--- src/design/cigar_reference_position_expander_unit_assert.svh ---
// Assertion macros for the CIGAR position expander RTL.
// Depends on nothing; included by the top-level expander module.
`ifndef CIGAR_REFERENCE_POSITION_EXPANDER_UNIT_ASSERT_SVH
`define CIGAR_REFERENCE_POSITION_EXPANDER_UNIT_ASSERT_SVH

// Check a property on every rising clock edge outside reset.
`define CRPE_ASSERT(label, clk, rst_n, prop) \
	label: assert property (@(posedge clk) disable iff (!rst_n) (prop)) \
		else $error("crpe check failed");

// Check that a condition never holds outside reset.
`define CRPE_NEVER(label, clk, rst_n, cond) \
	`CRPE_ASSERT(label, clk, rst_n, !(cond))

`endif

--- src/design/crpe_pkg.sv ---
// Shared types and constants for the CIGAR reference position expander.
// No dependencies; imported by the controller, the datapath and the top level.
package crpe_pkg;

	localparam int OUT_LANES        = 4;
	localparam int MAX_READ_LEN_DEF = 256;

	localparam int POS_W   = 32;
	localparam int START_W = 31;
	localparam int LEN_W   = 28;
	localparam int OP_W    = 4;
	localparam int CNT_W   = 3;

	localparam logic [OP_W-1:0] OP_M  = 4'd0;
	localparam logic [OP_W-1:0] OP_I  = 4'd1;
	localparam logic [OP_W-1:0] OP_D  = 4'd2;
	localparam logic [OP_W-1:0] OP_N  = 4'd3;
	localparam logic [OP_W-1:0] OP_S  = 4'd4;
	localparam logic [OP_W-1:0] OP_H  = 4'd5;
	localparam logic [OP_W-1:0] OP_EQ = 4'd7;
	localparam logic [OP_W-1:0] OP_X  = 4'd8;

	// Controller to datapath.
	typedef struct packed {
		logic load;   // take the input word
		logic emit;   // write one result into the output register
	} dp_cmd_t;

	// Datapath to controller.
	typedef struct packed {
		logic run_start;   // the offered word produces at least one result
		logic group_last;  // the next result ends the current operation
		logic out_free;    // output register can take a result this cycle
	} dp_sts_t;

endpackage

--- src/design/crpe_ctrl.sv ---
// Controller for the CIGAR position expander: idle/run sequencing.
// Depends on crpe_pkg for the command and status structs.
module crpe_ctrl
	import crpe_pkg::*;
(
	input  logic    clk,
	input  logic    arst_n,
	input  logic    in_valid,
	output logic    in_ready,
	input  dp_sts_t sts,
	output dp_cmd_t cmd
);

	typedef enum logic {
		ST_IDLE,
		ST_RUN
	} state_t;

	state_t state_q;

	assign in_ready = (state_q == ST_IDLE);
	assign cmd.load = in_valid && in_ready;
	assign cmd.emit = (state_q == ST_RUN) && sts.out_free;

	always_ff @(posedge clk or negedge arst_n) begin
		if (!arst_n) begin
			state_q <= ST_IDLE;
		end else begin
			unique case (state_q)
				ST_IDLE: begin
					if (cmd.load && sts.run_start) begin
						state_q <= ST_RUN;
					end
				end
				ST_RUN: begin
					if (cmd.emit && sts.group_last) begin
						state_q <= ST_IDLE;
					end
				end
				default: state_q <= ST_IDLE;
			endcase
		end
	end

endmodule

--- src/design/crpe_datapath.sv ---
// Datapath for the CIGAR position expander: running position, run counter,
// lane builder and output register. Depends on crpe_pkg.
module crpe_datapath
	import crpe_pkg::*;
#(
	parameter int MAX_READ_LEN = MAX_READ_LEN_DEF
) (
	input  logic                  clk,
	input  logic                  arst_n,
	input  dp_cmd_t               cmd,
	output dp_sts_t               sts,
	input  logic                  in_first_word,
	input  logic [START_W-1:0]    in_start_pos,
	input  logic [OP_W-1:0]       in_op_code,
	input  logic [LEN_W-1:0]      in_op_length,
	output logic                  out_valid,
	input  logic                  out_ready,
	output logic [POS_W-1:0]      out_pos [OUT_LANES],
	output logic [OUT_LANES-1:0]  out_noref,
	output logic [CNT_W-1:0]      out_lane_count,
	output logic                  out_run_last,
	output logic                  out_error
);

	localparam int RW = $clog2(MAX_READ_LEN + 1);

	logic [POS_W-1:0]     pos_q;
	logic [RW-1:0]        rem_q;
	logic                 has_ref_q;
	logic                 err_q;
	logic                 out_valid_q;
	logic [POS_W-1:0]     out_pos_q [OUT_LANES];
	logic [OUT_LANES-1:0] out_noref_q;
	logic [CNT_W-1:0]     out_cnt_q;
	logic                 out_last_q;
	logic                 out_err_q;

	logic [POS_W-1:0]     pos_base;
	logic                 is_ref_op;
	logic                 is_clip_ins;
	logic                 is_skip;
	logic                 is_nop;
	logic                 too_long;
	logic                 dec_err;
	logic [CNT_W-1:0]     grp_cnt;
	logic [POS_W-1:0]     lane_pos [OUT_LANES];
	logic [OUT_LANES-1:0] lane_noref;

	// Decode the offered word.
	always_comb begin
		is_ref_op   = 1'b0;
		is_clip_ins = 1'b0;
		is_skip     = 1'b0;
		is_nop      = 1'b0;
		unique case (in_op_code)
			OP_M, OP_EQ, OP_X: is_ref_op   = 1'b1;
			OP_I, OP_S:        is_clip_ins = 1'b1;
			OP_D, OP_N:        is_skip     = 1'b1;
			OP_H:              is_nop      = 1'b1;
			default:           is_nop      = 1'b0;
		endcase
	end

	assign too_long = (in_op_length > LEN_W'(MAX_READ_LEN));
	assign dec_err  = !(is_ref_op || is_clip_ins || is_skip || is_nop) ||
		((is_ref_op || is_clip_ins) && too_long);
	assign pos_base = in_first_word ? {1'b0, in_start_pos} : pos_q;

	assign sts.run_start  = dec_err ||
		((is_ref_op || is_clip_ins) && (in_op_length != '0));
	assign sts.group_last = err_q || (rem_q <= RW'(OUT_LANES));
	assign sts.out_free   = !out_valid_q || out_ready;

	// Build one group of lanes from the remaining run.
	assign grp_cnt = (rem_q < RW'(OUT_LANES)) ? CNT_W'(rem_q) : CNT_W'(OUT_LANES);

	always_comb begin
		for (int k = 0; k < OUT_LANES; k++) begin
			lane_pos[k]   = '0;
			lane_noref[k] = 1'b0;
			if (!err_q && (CNT_W'(k) < grp_cnt)) begin
				if (has_ref_q) begin
					lane_pos[k] = pos_q + POS_W'(k);
				end else begin
					lane_noref[k] = 1'b1;
				end
			end
		end
	end

	always_ff @(posedge clk or negedge arst_n) begin
		if (!arst_n) begin
			pos_q       <= '0;
			out_valid_q <= 1'b0;
		end else begin
			if (cmd.load) begin
				if (is_skip) begin
					pos_q <= pos_base + POS_W'(in_op_length);
				end else begin
					pos_q <= pos_base;
				end
			end else if (cmd.emit && !err_q && has_ref_q) begin
				pos_q <= pos_q + POS_W'(grp_cnt);
			end

			if (cmd.emit) begin
				out_valid_q <= 1'b1;
			end else if (out_ready) begin
				out_valid_q <= 1'b0;
			end
		end
	end

	always_ff @(posedge clk) begin
		if (cmd.load) begin
			rem_q     <= in_op_length[RW-1:0];
			has_ref_q <= is_ref_op;
			err_q     <= dec_err;
		end else if (cmd.emit && !err_q) begin
			rem_q <= rem_q - RW'(grp_cnt);
		end

		if (cmd.emit) begin
			out_pos_q   <= lane_pos;
			out_noref_q <= lane_noref;
			out_cnt_q   <= err_q ? '0 : grp_cnt;
			out_last_q  <= sts.group_last;
			out_err_q   <= err_q;
		end
	end

	assign out_valid      = out_valid_q;
	assign out_pos        = out_pos_q;
	assign out_noref      = out_noref_q;
	assign out_lane_count = out_cnt_q;
	assign out_run_last   = out_last_q;
	assign out_error      = out_err_q;

endmodule

--- src/design/cigar_reference_position_expander_unit.sv ---
// CIGAR reference position expander, top level: controller plus datapath.
// Depends on crpe_pkg, crpe_ctrl, crpe_datapath and the assertion header.
// D, N, H and zero-length runs emit nothing and leave the input ready; an
// emitting run of L bases gives ceil(L/4) output words, one per group of 4 lanes;
// an error word gives one empty error word. Results leave through a registered output.
// Reset clears the running position, the controller state and output valid.
`include "cigar_reference_position_expander_unit_assert.svh"
module cigar_reference_position_expander_unit
	import crpe_pkg::*;
#(
	parameter int MAX_READ_LEN = MAX_READ_LEN_DEF
) (
	input  logic         clk,
	input  logic         arst_n,
	input  logic         s_axis_tvalid,
	output logic         s_axis_tready,
	// [30:0] start_pos, [58:31] op_length, [63:59] zero
	input  logic [63:0]  s_axis_tdata,
	// [0] first_word, [4:1] op_code
	input  logic [4:0]   s_axis_tuser,
	output logic         m_axis_tvalid,
	input  logic         m_axis_tready,
	// [31:0] pos_lane0, [63:32] pos_lane1, [95:64] pos_lane2, [127:96] pos_lane3,
	// [128] noref_lane0 .. [131] noref_lane3, [134:132] lane_count, [135] zero
	output logic [135:0] m_axis_tdata,
	output logic         m_axis_tlast,
	// [0] op_error
	output logic [0:0]   m_axis_tuser
);

	dp_cmd_t              cmd;
	dp_sts_t              sts;
	logic [POS_W-1:0]     out_pos [OUT_LANES];
	logic [OUT_LANES-1:0] out_noref;
	logic [CNT_W-1:0]     out_lane_count;
	logic                 out_error;

	crpe_ctrl u_ctrl (
		.clk      (clk),
		.arst_n   (arst_n),
		.in_valid (s_axis_tvalid),
		.in_ready (s_axis_tready),
		.sts      (sts),
		.cmd      (cmd)
	);

	crpe_datapath #(
		.MAX_READ_LEN (MAX_READ_LEN)
	) u_dp (
		.clk            (clk),
		.arst_n         (arst_n),
		.cmd            (cmd),
		.sts            (sts),
		.in_first_word  (s_axis_tuser[0]),
		.in_start_pos   (s_axis_tdata[30:0]),
		.in_op_code     (s_axis_tuser[4:1]),
		.in_op_length   (s_axis_tdata[58:31]),
		.out_valid      (m_axis_tvalid),
		.out_ready      (m_axis_tready),
		.out_pos        (out_pos),
		.out_noref      (out_noref),
		.out_lane_count (out_lane_count),
		.out_run_last   (m_axis_tlast),
		.out_error      (out_error)
	);

	assign m_axis_tdata = {1'b0, out_lane_count, out_noref,
		out_pos[3], out_pos[2], out_pos[1], out_pos[0]};
	assign m_axis_tuser = out_error;

	// Error word is a lone, empty, closing word.
	`CRPE_ASSERT(a_err_word_empty, clk, arst_n, m_axis_tvalid && out_error |-> out_lane_count == '0 && m_axis_tlast && out_noref == '0)
	// Regular words carry one to four lanes.
	`CRPE_ASSERT(a_lane_count_range, clk, arst_n, m_axis_tvalid && !out_error |-> out_lane_count != '0 && out_lane_count <= CNT_W'(OUT_LANES))
	// A word that starts a run blocks the input until the run is drained.
	`CRPE_ASSERT(a_busy_after_start, clk, arst_n, cmd.load && sts.run_start |=> !s_axis_tready)
	// Lane 0 without reference position reports position zero.
	`CRPE_NEVER(a_noref_pos_zero, clk, arst_n, m_axis_tvalid && out_noref[0] && out_pos[0] != '0)

endmodule
--- config.mk ---
export PLATFORM = sky130hd
export DESIGN_NAME = cigar_reference_position_expander_unit
export DESIGN_NICKNAME = d
export VERILOG_FILES = /design/src/design/crpe_pkg.sv /design/src/design/crpe_ctrl.sv /design/src/design/crpe_datapath.sv /design/src/design/cigar_reference_position_expander_unit.sv
export VERILOG_INCLUDE_DIRS = /design/src /design/src/design
export SDC_FILE = /design/constraint.sdc
export NUM_CORES = 1
export LEC_CHECK = 0
export ABC_CLOCK_PERIOD_IN_PS = 20900
export BUFFER_PORTS_ARGS = -buffer_cell sky130_fd_sc_hd__buf_2
export CORE_UTILIZATION = 30
export CTS_CLUSTER_SIZE = 8
export DETAILED_ROUTE_END_ITERATION = 10
export GPL_ROUTABILITY_DRIVEN = 0
export HOLD_SLACK_MARGIN = 0.12
export PLACE_DENSITY_LB_ADDON = 0.1
export SETUP_SLACK_MARGIN = 0.2
export SKIP_LAST_GASP = 1
export SYNTH_ARGS = -nofsm -noshare
export SYNTH_HDL_FRONTEND = slang
export SYNTH_SLANG_ARGS = --single-unit
export TNS_END_PERCENT = 50
--- constraint.sdc ---
create_clock -name clk -period 20.9 [get_ports clk]
set_input_delay 2.09 -clock clk [delete_from_list [all_inputs] [get_ports clk]]
set_output_delay 2.09 -clock clk [all_outputs]
set_load 0.02 [all_outputs]
Yosys cells after proc, flatten, opt, wreduce, memory -nomap -nowiden
Cells that the tools add are included.
- flip-flop bits (word level): 182
- input port bits: 73
- output and inout bits: 140
- add/sub/neg operators: 6
- order comparisons: 7
- eq/ne operators: 7
- mux-type cells: 17
- bitwise gates (word level): 1
- reductions and logical operators: 34
- operators with widths (operator ; number):
    32-bit 2-to-1 mux ; 4
    32-bit by 2-bit adder with 32-bit output (second input constant) ; 2
    32-bit by 1-bit adder with 32-bit output (second input constant) ; 1
    32-bit by 28-bit adder with 32-bit output ; 1
    32-bit by 3-bit adder with 32-bit output ; 1
    28-bit by 9-bit > comparator with 1-bit output (second input constant) ; 1
    28-bit nonzero test ; 1
    9-bit 2-to-1 mux ; 2
    4-bit by 3-bit equality test with 1-bit output (second input constant) ; 3
    1-bit logical AND ; 12
    9-bit by 3-bit less-or-equal comparator with 1-bit output (second input constant) ; 1
    9-bit by 3-bit less-than comparator with 1-bit output (second input constant) ; 1
    1-bit 2-to-1 mux ; 9
    9-bit by 3-bit subtractor with 9-bit output ; 1
    4-bit by 2-bit equality test with 1-bit output (second input constant) ; 2
    2-bit AND reduction ; 4
    1-bit logical OR ; 7
    1-bit by 3-bit less-than comparator with 1-bit output (first input constant) ; 2
    2-bit by 3-bit less-than comparator with 1-bit output (first input constant) ; 2
    2-bit nonzero test ; 3
    4-bit by 1-bit equality test with 1-bit output (second input constant) ; 1
    4-bit equality test (second input constant) ; 1
    4-bit logical NOT ; 1
    2-bit OR reduction ; 2
    5 further kinds ; 7

Longest topological paths before layout
- depth in word-level cells: 12
- depth in mapped cells: 14
- depth with buffers taken out: 13

Hierarchy
From an unflattened synthesis, not the netlist that was laid out.
- cells, all modules: 1158
- area total of the unflattened synthesis: 11353.4 µm²
- modules (own cells, without submodules) (module ; times used ; cells an instance ; area each (µm²) ; seq. area each (µm²)):
    crpe_datapath ; 1 ; 1150 ; 11285.8 ; 5270.1
    crpe_ctrl ; 1 ; 6 ; 56.3 ; 25.0
    cigar_reference_position_expander_unit ; 1 ; 2 ; 11.3 ; 0.0

Worst setup path after synthesis
Ideal clock, no wire load.
- path type: input port to flip-flop
- start: input m_axis_tready
- end: register u_dp.out_err_q (netlist: u_dp.out_error) (enable)
- setup time: 0.635 ns
- data arrival time: 7.845 ns
- setup slack: 12.420 ns
- stages on the path: 2
- buffers on the path: 0
- cells stage by stage: nor2b_1 -> nor2_1
- RTL lines (what ; line ; RTL):
    start, declared ; cigar_reference_position_expander_unit.sv:22 ; input logic m_axis_tready,
    end signal, assigned ; crpe_datapath.sv:128 ; out_err_q <= err_q;
    end, declared ; crpe_datapath.sv:36 ; logic out_err_q;

Worst setup path in the final report
- start: input s_axis_tuser[0]
- end: register u_dp.pos_q[28]
- longest elaborated chain between the ends: 4
- ends and longest elaborated chain (what ; line ; RTL):
    start, declared ; cigar_reference_position_expander_unit.sv:20 ; input logic [4:0] s_axis_tuser,
    32-bit 2-to-1 mux * ; crpe_datapath.sv:67 ; assign pos_base = in_first_word ? {1'b0, in_start_pos} : pos_q;
    32-bit by 28-bit adder with 32-bit output ; crpe_datapath.sv:98 ; pos_q <= pos_base + POS_W'(in_op_length);
    32-bit 2-to-1 mux * ; crpe_datapath.sv:97 ; if (is_skip) begin
    32-bit 2-to-1 mux * ; crpe_datapath.sv:96 ; if (cmd.load) begin
    end signal, assigned ; crpe_datapath.sv:98 ;
    end signal, assigned ; crpe_datapath.sv:100 ; pos_q <= pos_base;
    end signal, assigned ; crpe_datapath.sv:103 ; pos_q <= pos_q + POS_W'(grp_cnt);
    end, declared ; crpe_datapath.sv:27 ; logic [POS_W-1:0] pos_q;
Mark *: on every way between the ends. The rest lies on a longest branch, timed or not.
A chain may end at the register's enable or synchronous reset.

==> results.json <==
{
  "vias_per_cell": 5.09,
  "synth_top_area_share": 0.394,
  "clock_latency_ns": 0.44,
  "holdPathStages": 2,
  "final_util": 0.361,
  "grt_max_degree": 79,
  "syn_area_um2": 11300,
  "layout_common_cells": "206 x buf_2, 148 x edfxtp_1, 139 x nor2_1, 121 x nand2_1, 68 x a21oi_1",
  "antenna_cells_inserted": 0,
  "cpPeakStageDelay_ns": 0.50,
  "start_kind": "primary input",
  "rsz0062_at_grt": "no",
  "maxSlewHeadroom": 0.319,
  "h-tree-depth": 4,
  "critPathCaptureType": "flip-flop",
  "async_reset_ff_frac": 0.187,
  "totalNegativeSetupSlack_ns": 0,
  "yosys-top-cells-area": "edfxtp_1 39%, dfrtp_1 7.5%, nor2_1 4.7%, xnor2_1 4.3%, nand2_1 4.0%",
  "nets": 1444,
  "io_pins": 213,
  "antenna_found_initial": 0,
  "crit_top_cell": "o21ai_0",
  "ctsResizeCount": 0,
  "max_slew.worst_pin.slew_ns": 1.01,
  "critical_path_arrival_ns": 5.60,
  "final-setup-viol-count": 0,
  "die_area_um2": 38400,
  "synth_cell_type_count": 68,
  "post_cts.repair.setup_buffers": 0,
  "status": "completed",
  "min-delay-start": "u_dp.out_valid",
  "area_growth_syn_to_layout_pct": 17.6,
  "finalCritPeriodShare": 0.253,
  "grt_pass1_wl_um": 55200,
  "r2r-start": "u_dp.pos_q[1]",
  "worstPathMaxFanout": 40,
  "cts_tree": "yes",
  "slew_violations": 0,
  "core_area_um2": 36800,
  "layout_commonest_cell": "buf_2",
  "cts_sinks": 182,
  "r2r_slack_ns": 17.02,
  "cp_cell_sequence": "buf_2 -> buf_4 -> o21ai_0 -> ha_1 -> fa_1 -> a21o_1 -> a221oi_1 -> o32ai_1 -> nor3b_1 -> o21ai_0 -> a211oi_1 -> xor2_1 -> o21ai_0",
  "criticalPathCategory": "in -> reg",
  "crit_path_top_delay_cell": "a221oi_1",
  "die_height_um": 196,
  "max-cap-violations": 0,
  "fp.dieW_um": 196,
  "hold_path_class": "reg -> reg",
  "numCtsBuffers": 17,
  "grt_util_all_layers": 0.191,
  "rr_worst_depth": 11,
  "grt_pass1_vias": 8812,
  "worstReg2RegEnd": "u_dp.pos_q[28]",
  "synth_edf_count": 148,
  "synth_fp_nets": 1283,
  "syn_inst": 1173,
  "drt_iter0_drc": 548,
  "holdBufCountCts": 0,
  "dr.pass1.iters": 5,
  "start_util": 0.306,
  "crit_start": "s_axis_tuser[0]",
  "synth_top_area_cell": "edfxtp_1",
  "p_per_area_nw_per_um2": 126,
  "required_ns": 21.20,
  "vias": 9232,
  "skew_ns": 0.0150,
  "wire_per_inst_um": 20.2,
  "drive_gt1_frac": 0.218,
  "syn_avg_cell_area_um2": 9.61,
  "hold_viol": 0,
  "ys_warn_count": 0,
  "synthFlopType": "edfxtp_1",
  "cts_root_buf": "clkbuf_16",
  "dpl.hpwl_um": 27400,
  "clock_path_buffers": 2,
  "cts.clk_slew.worst_paths_ns": 0.08,
  "drc": 0,
  "peakVddDrop_mv": 0.0470,
  "max_freq_mhz": 189,
  "ys_ff_latch": 182,
  "yosysSeqAreaShare": 0.470,
  "rows": 70,
  "drt-total-wl_um": 36600,
  "p_leak_nw": 5.03,
  "ant_nets": 0,
  "hold_end": "u_dp.out_valid",
  "overflow": 0,
  "fin_crit_ns": 5.29,
  "io_buffers": 206
}
## Yosys cell counts, drive strengths merged, types with 2 or more instances
cell	count
ha	36
o21bai	4
o21ai	65
clkbuf	59
nand2	121
and2	40
a311oi	3
a211oi	8
nand2b	9
o21a	5
nand3	35
or4	2
or2	6
buf	19
mux2	27
o311a	2
a21o	9
dfrtp	34
nor4	17
nand4b	2
or3	29
o311ai	4
nand4	16
a221oi	2
edfxtp	148
nor2	140
and3	12
mux2i	14
a21boi	4
conb	2
a22oi	2
and4	2
inv	19
a31oi	15
xor2	51
a211o	3
o221ai	2
xnor2	55
a21oi	68
nor3	40
nor3b	3
nor2b	11
o31ai	3
o211ai	10
## metrics by stage
stage / instances / hold WS [ns] / cell area [um^2] / setup WS, ns / power [mW]
5_1_grt: 1815 / 0.637 / 13300 / 15.42 / 1.77
2_1_floorplan: 1173 / 0.421 / 11300 / 12.42 / 1.13
3_3_place_gp: 1783 / 0.565 / 12700 / 15.21 / 1.35
6_report: 1815 / 0.579 / 13300 / 15.61 / 1.67
4_1_cts: 1815 / 0.586 / 13300 / 15.66 / 1.68
3_5_place_dp: 1783 / 0.566 / 12700 / 15.20 / 1.36
## power by group
part	leakage (nW)	internal, mW	switching (mW)	total [mW]
combinational	2.92	0.246	0.424	0.670
sequential	1.84	0.518	0.158	0.676
clock	0.276	0.167	0.153	0.320
total	5.03	0.931	0.734	1.67
## cell type report
cell class,instances,area (um^2)
clock buffer,17,425
clock inverter,15,143
fill,3845,23500
inverter,19,71.3
multi-input combinational,894,5610
sequential,182,5300
tap,468,586
timing repair buffer,220,1140
## how the worst max path moves through the flow
stage	to	slack [ns]	depth (start not counted)
floorplan	u_dp.out_error	12.42	2
global placement	u_dp.pos_q[28]	15.21	13
detailed placement	u_dp.pos_q[28]	15.20	13
CTS	u_dp.pos_q[28]	15.66	13
global route	u_dp.pos_q[28]	15.42	13
finish	u_dp.pos_q[28]	15.61	13
## layer usage
| layer | global-route usage | share of wire |
|---|---|---|
| met2 | 0.294 | 0.44 |
| met5 | 0 | 0 |
| met1 | 0.285 | 0.50 |
| met4 | 0.0362 | 0.0073 |
| met3 | 0.0273 | 0.047 |
## state kept, by name, summed over array words and instances (netlist names)
| signal | flops |
|---|---|
| u_dp.out_run_last | 1 |
| u_dp.pos_q | 32 |
| u_dp.out_lane_count | 3 |
| u_dp.out_noref | 4 |
| u_dp.out_pos | 128 |
| u_dp.has_ref_q | 1 |
| u_dp.err_q | 1 |
| u_dp.out_valid | 1 |
| u_ctrl.state_q | 1 |
| u_dp.rem_q | 9 |
| u_dp.out_error | 1 |
## worst max-delay path, delay by kind of cell
family	cells	cell delay, ns
AND/OR/NAND/NOR	1	0.21
AO/OA/AOI/OAI	7	1.86
XOR/XNOR	1	0.23
buffers and inverters	2	0.50
adder cells (fa/ha/maj)	2	0.66
## logic make-up after synthesis
kind of cell,Yosys count,share of synthesized area
xor+xnor,106,0.0824
fa+ha+maj,37,0.0417
other cells,2,0.000666
flops,182,0.470
compound gates,221,0.123
buf+inv,97,0.0340
simple gates,487,0.209
mux,41,0.0394
No activity file was read; power rests on OpenSTA's default activity.
